File: config.mk
export PLATFORM = sky130hd
export DESIGN_NAME = lfbf_ctrl
export DESIGN_NICKNAME = d
export VERILOG_FILES = /design/src/hw/rtl/lfbf_pkg.sv /design/src/hw/rtl/lfbf_ctrl.sv
export SDC_FILE = /design/constraint.sdc
export NUM_CORES = 1
export LEC_CHECK = 0
export BUFFER_PORTS_ARGS = -buffer_cell sky130_fd_sc_hd__buf_2
export CAP_MARGIN = 0
export CORE_AREA = 2 2 39 41
export CTS_CLUSTER_DIAMETER = 40
export DETAILED_ROUTE_END_ITERATION = 7
export DIE_AREA = 0 0 41 43
export GPL_ROUTABILITY_DRIVEN = 0
export MAX_ROUTING_LAYER = met4
export PLACE_DENSITY_LB_ADDON = 0.3
export SYNTH_ARGS = -nofsm -noshare
export SYNTH_HDL_FRONTEND = slang
export SYNTH_SLANG_ARGS = --single-unit
File: constraint.sdc
create_clock -name aclk -period 1.2 [get_ports aclk]
set_clock_uncertainty 0.2 [all_clocks]
set_input_delay 0 -clock aclk [delete_from_list [all_inputs] [get_ports aclk]]
set_output_delay 0 -clock aclk [all_outputs]
set_load 0.1 [all_outputs]
File: src/hw/rtl/lfbf_pkg.sv
// ----------------------------------------------------------------------------
// Frame FIFO package
// Constants, result codes, controller states and the command and status
// structs shared by the controller and the datapath.
// ----------------------------------------------------------------------------
package lfbf_pkg;

    localparam int STORE_DEPTH  = 4096;
    localparam int HEADER_BYTES = 8;
    localparam int LEN_OFFSET   = 2;
    localparam int LEN_BYTES    = 4;

    localparam int ADDR_W    = $clog2(STORE_DEPTH);
    localparam int COUNT_W   = ADDR_W + 1;
    localparam int SIZE_W    = 13;
    localparam int CMP_W     = (COUNT_W > SIZE_W) ? COUNT_W : SIZE_W;
    localparam int LEN_W     = 8 * LEN_BYTES;
    localparam int HIDX_W    = $clog2(LEN_BYTES);
    localparam int IN_DATA_W = 8 + SIZE_W;

    typedef enum logic [1:0] {
        ST_WRITTEN = 2'd0,
        ST_DROPPED = 2'd1,
        ST_BYTE    = 2'd2,
        ST_NONE    = 2'd3
    } status_t;

    typedef enum logic [2:0] {
        S_IDLE,
        S_DECIDE,
        S_HDR_READ,
        S_HDR_TAKE,
        S_CHECK,
        S_POP_WAIT,
        S_RESULT
    } ctrl_state_t;

    typedef struct packed {
        logic load_in;
        logic exec_write;
        logic hdr_read;
        logic hdr_take;
        logic set_none;
        logic start_frame;
        logic pop_read;
        logic pop_take;
        logic load_out;
    } cmd_t;

    typedef struct packed {
        logic is_read;
        logic frame_idle;
        logic short_fill;
        logic hdr_last;
        logic too_long;
        logic out_busy;
    } sts_t;

endpackage

File: src/hw/rtl/lfbf_ctrl.sv
// ----------------------------------------------------------------------------
// Frame FIFO controller
// Sequences one request at a time: write decision, header fetch, length
// check, byte pop and hand-over to the output register.
// ----------------------------------------------------------------------------
module lfbf_ctrl
    import lfbf_pkg::*;
(
    input  logic aclk,
    input  logic aresetn,
    input  logic s_tvalid,
    output logic s_tready,
    input  sts_t sts,
    output cmd_t cmd
);

    ctrl_state_t state_reg;
    ctrl_state_t state_next;

    always_ff @(posedge aclk) begin
        if (!aresetn) begin
            state_reg <= S_IDLE;
        end else begin
            state_reg <= state_next;
        end
    end

    always_comb begin
        state_next = state_reg;
        cmd        = '0;
        s_tready   = 1'b0;
        case (state_reg)
            S_IDLE: begin
                s_tready = 1'b1;
                if (s_tvalid) begin
                    cmd.load_in = 1'b1;
                    state_next  = S_DECIDE;
                end
            end
            S_DECIDE: begin
                if (!sts.is_read) begin
                    cmd.exec_write = 1'b1;
                    state_next     = S_RESULT;
                end else if (!sts.frame_idle) begin
                    cmd.pop_read = 1'b1;
                    state_next   = S_POP_WAIT;
                end else if (sts.short_fill) begin
                    cmd.set_none = 1'b1;
                    state_next   = S_RESULT;
                end else begin
                    cmd.hdr_read = 1'b1;
                    state_next   = S_HDR_TAKE;
                end
            end
            S_HDR_READ: begin
                cmd.hdr_read = 1'b1;
                state_next   = S_HDR_TAKE;
            end
            S_HDR_TAKE: begin
                cmd.hdr_take = 1'b1;
                state_next   = sts.hdr_last ? S_CHECK : S_HDR_READ;
            end
            S_CHECK: begin
                if (sts.too_long) begin
                    cmd.set_none = 1'b1;
                    state_next   = S_RESULT;
                end else begin
                    cmd.start_frame = 1'b1;
                    cmd.pop_read    = 1'b1;
                    state_next      = S_POP_WAIT;
                end
            end
            S_POP_WAIT: begin
                cmd.pop_take = 1'b1;
                state_next   = S_RESULT;
            end
            S_RESULT: begin
                if (!sts.out_busy) begin
                    cmd.load_out = 1'b1;
                    state_next   = S_IDLE;
                end
            end
            default: begin
                state_next = S_IDLE;
            end
        endcase
    end

endmodule

# == After elaboration in Yosys (flattened, before gate mapping) ==
# Index checks and enable logic that the tools add are counted.
# word_totals
inputBits,9
wordCells,42
register_bits,3
output_inout_bits,10
# classes
muxes,31
n_eq_ne,8
n_reduce_logical,2
# ops
operator,n
$pmux 3 s7,1
$mux 1,19
$mux 3,6
$eq 3x3->1 const B,3
$eq 3x2->1 const B,2
$pmux 1 s2,3
$mux 2,2
$ne 2x2->1 const B,2
$eq 3x1->1 const B,1
$logic_not 3->1,1
$reduce_and 2->1,1

# == Longest topological paths before layout ==
# depth
depth_word,4
ltp_mapped,4
depth_no_buf,3

# == Worst setup path before layout ==
# OpenSTA, ideal clock, no wires.
# synth_path
kind,reg2out
startpoint,reg state_reg[2]
endpoint,out cmd[8] in the netlist's numbering
path_stages_with_launch,4
setup_slack_ps,-2556
required_time_ps,1000
t_arrival_ps,3556
n_path_buf,1
path_cell_list,dfxtp_1 -> buf_2 -> nor3_1 -> and2_1
# synth_lines
element,line_no,text
"start, declared",lfbf_ctrl.sv:17,ctrl_state_t state_reg;
"start signal, assigned",lfbf_ctrl.sv:24,state_reg <= state_next;
"end, declared",lfbf_ctrl.sv:14,output cmd_t cmd

==> out/results.ini <==
[finish]
largest_reg_flops = 3
multi_input_area_sq_um = 362
layout.nets = 92
regArea_sq_um = 71.3
n_antenna_cell = 0
drive_gt1_share_pct = 69.5
synthToLayoutAreaGrowth_pct = 167
fillerInstances = 112

[clocking]
clk_pin_slew_ns = 0.04
clock_path_buffers = 2
cts_tree = done
h-tree-depth = 1
cts_made_buffers = 3
clk_latency_ns = 0.23
cts-root-buf = clkbuf_4
clkSinkCount = 3
cts_hold_buf = 2

[synthesis]
yosys_warnings = 0
synth_cell_types = 28
synth-seq-cells = 3
async_reset_ff_share_pct = 0
synth_area_leaders = dfxtp_1 (18%), nand2b_1 (9.5%), nor3_1 (6.1%)
synth_top_cell_by_area = dfxtp_1
syn_area_sq_um = 330
synth_fp_nets = 56
synth_top_flop_cell = dfxtp_1
ys_seq_area_share_pct = 18.2
synth_edf_count = 0
yosys.area.top_type_share_pct = 18.2
avgSynthCellArea_sq_um = 7.03
synthesis.instances = 47
synthTopCellsByCount = nand2b_1 (5), nor2_1 (5), nor3_1 (4)

[power_and_ir_drop]
p_leak_nw = 0.352
ir_drop_v = 0.000927
sw_frac_of_total_pct = 50.0
powerDensity_nw_per_um2 = 1960
p_clk_share_pct = 10.2
seqPwrFrac_pct = 11.0
combPwrFrac_pct = 78.8
intPower_w = 0.000862
p_sw_w = 0.000863

[outcome]
outcome = finished, violations left
violations = hold timing, setup timing

[floorplanning]
die_x_um = 41
core_region_area_sq_um = 1380
num_rows = 14
start_util_pct = 23.9
die_area_sq_um = 1760
pin_count = 19
die_h_um = 43

[global_route]
grt_max_degree = 11
grt_use_total_pct = 15.3
antenna_found_initial = 0
overflow = 0
grt_pass1_vias = 419
grt_pass1_wl_um = 1770

[worst_setup_path]
worst_r2r_startpoint = state_reg[2]
arrival_ns = 1.31
crit_fanout = 5
r2r_cells = 4
critical_path_class = reg -> out
crit_path_end_kind = output pin
rrSetupSlack_ns = -0.28
rr_endpoint = state_reg[1]
start_kind = flop
critPathRequiredTime_ns = 1.00

[timing]
finalHoldViolCount = 1
rsz0062_at_grt = true
tightest_slew_ns = 0.248
setup_ws_ns = -0.307
whs_ns = -0.0494
fmax_mhz = 664
slew_violations = 0
finalCriticalPeriod_ns = 1.51
period_share_pct = 126
setup_violations = 13
slew_headroom_pct = 83.4

[placed_design]
hpwl_um = 770
numPortBuffers = 18
pre_cts_slack_ns = -0.128

[detailed_routing]
drt_wl_total_um = 1190
first_pass_iters = 4
post-route-drc-count = 0
viasPerCell = 4.85
dr_total_vias = 475
wl_per_cell_um = 12.1
drt_iter0_drc = 2
ant_nets = 0

[job]
cap_violations = 0

[min_path]
hp-start = s_tvalid
holdPathStages = 4
hold_class = in -> reg
min_to = state_reg[0]

==> cells in the final DEF (no fill, tap or decap), drive strengths merged <==
master	count
buf	32
nor2	5
nand2b	5
nor3	4
clkbuf	4
nand2	3
dfxtp	3
nand3	3
nor2b	2
dlygate4sd3	2
inv	2
and2	2
and3	1
nand4	1
a21oi	1
nor3b	1
a2bb2oi	1
and4bb	1
mux2i	1
or4	1
nand3b	1
o221a	1
o22ai	1
a21boi	1
o21a	1
o21ai	1
a32oi	1
==> worst max-delay path: stages (launching register included) <==
cell	delay, ns
dfxtp_4	0.35
and4bb_1	0.29
mux2i_1	0.10
nor2_2	0.14
buf_12	0.19
==> power groups by stage <==
stage          sequential, W  clock (W)  combinational [W]
2_1_floorplan       0.000166          0           0.000811
3_3_place_gp        0.000187          0            0.00116
3_5_place_dp        0.000187          0            0.00117
4_1_cts             0.000186   0.000184            0.00130
5_1_grt             0.000194   0.000199            0.00141
6_report            0.000190   0.000177            0.00136
==> worst max-delay path by stage <==
| stage | start | end | slack [ns] | depth (start not counted) |
|---|---|---|---|---|
| final | state_reg[1] | cmd[6] | -0.31 | 4 |
| after global routing | state_reg[1] | cmd[6] | -0.36 | 4 |
| after CTS | state_reg[1] | cmd[6] | -0.29 | 4 |
| after detailed placement | state_reg[2] | state_reg[1] | -0.13 | 3 |
| after global placement | state_reg[2] | state_reg[1] | -0.12 | 3 |
| after floorplan | state_reg[2] | cmd[8] | -0.77 | 3 |
==> cell families (layout without fill, tap and decap cells) <==
logic type / after synthesis / count (layout) / share of synthesized area, %
flops: 3 / 3 / 18.2
compound gates: 8 / 8 / 18.2
buf+inv: 5 / 40 / 6.81
mux: 1 / 1 / 3.03
simple gates: 30 / 30 / 53.8
==> metrics by stage <==
stage | TNS [ns] | cell area (sq um) | util [%] | total power (W) | instances
after floorplan | -3.24 | 435 | - | 0.000976 | 47
after global placement | -0.514 | 718 | 51.9 | 0.00135 | 86
after detailed placement | -0.588 | 718 | 51.9 | 0.00135 | 86
after CTS | -3.07 | 850 | 61.4 | 0.00167 | 96
after global routing | -3.61 | 881 | 63.7 | 0.00181 | 98
final | -2.97 | 881 | 63.7 | 0.00173 | 98
==> per-layer routing <==
metal  global-route usage [%]  vias to the layer above  wire length [um]
li1                         -                      240                 -
met1                     18.9                      220               493
met2                     22.5                       13               630
met3                     4.71                        2                58
met4                     6.00                        0                 8
met5                        -                        -                 0
==> cell type report <==
type                       instances  share of cell area, %
tap                               16                   2.27
multi-input combinational         39                   41.1
timing repair buffer              34                   44.5
clock buffer                       4                   2.98
inverter                           2                   1.14
sequential                         3                   8.10
==> timing repair <==
| item | CTS | global route |
|---|---|---|
| buffers inserted | 4 | 2 |
| hold endpoints to repair | 3 | 1 |
| pin swaps | 4 | 4 |
| setup endpoints to repair | 13 | 13 |
| resized for setup | 15 | 4 |
No activity file was read; power rests on OpenSTA's default activity.
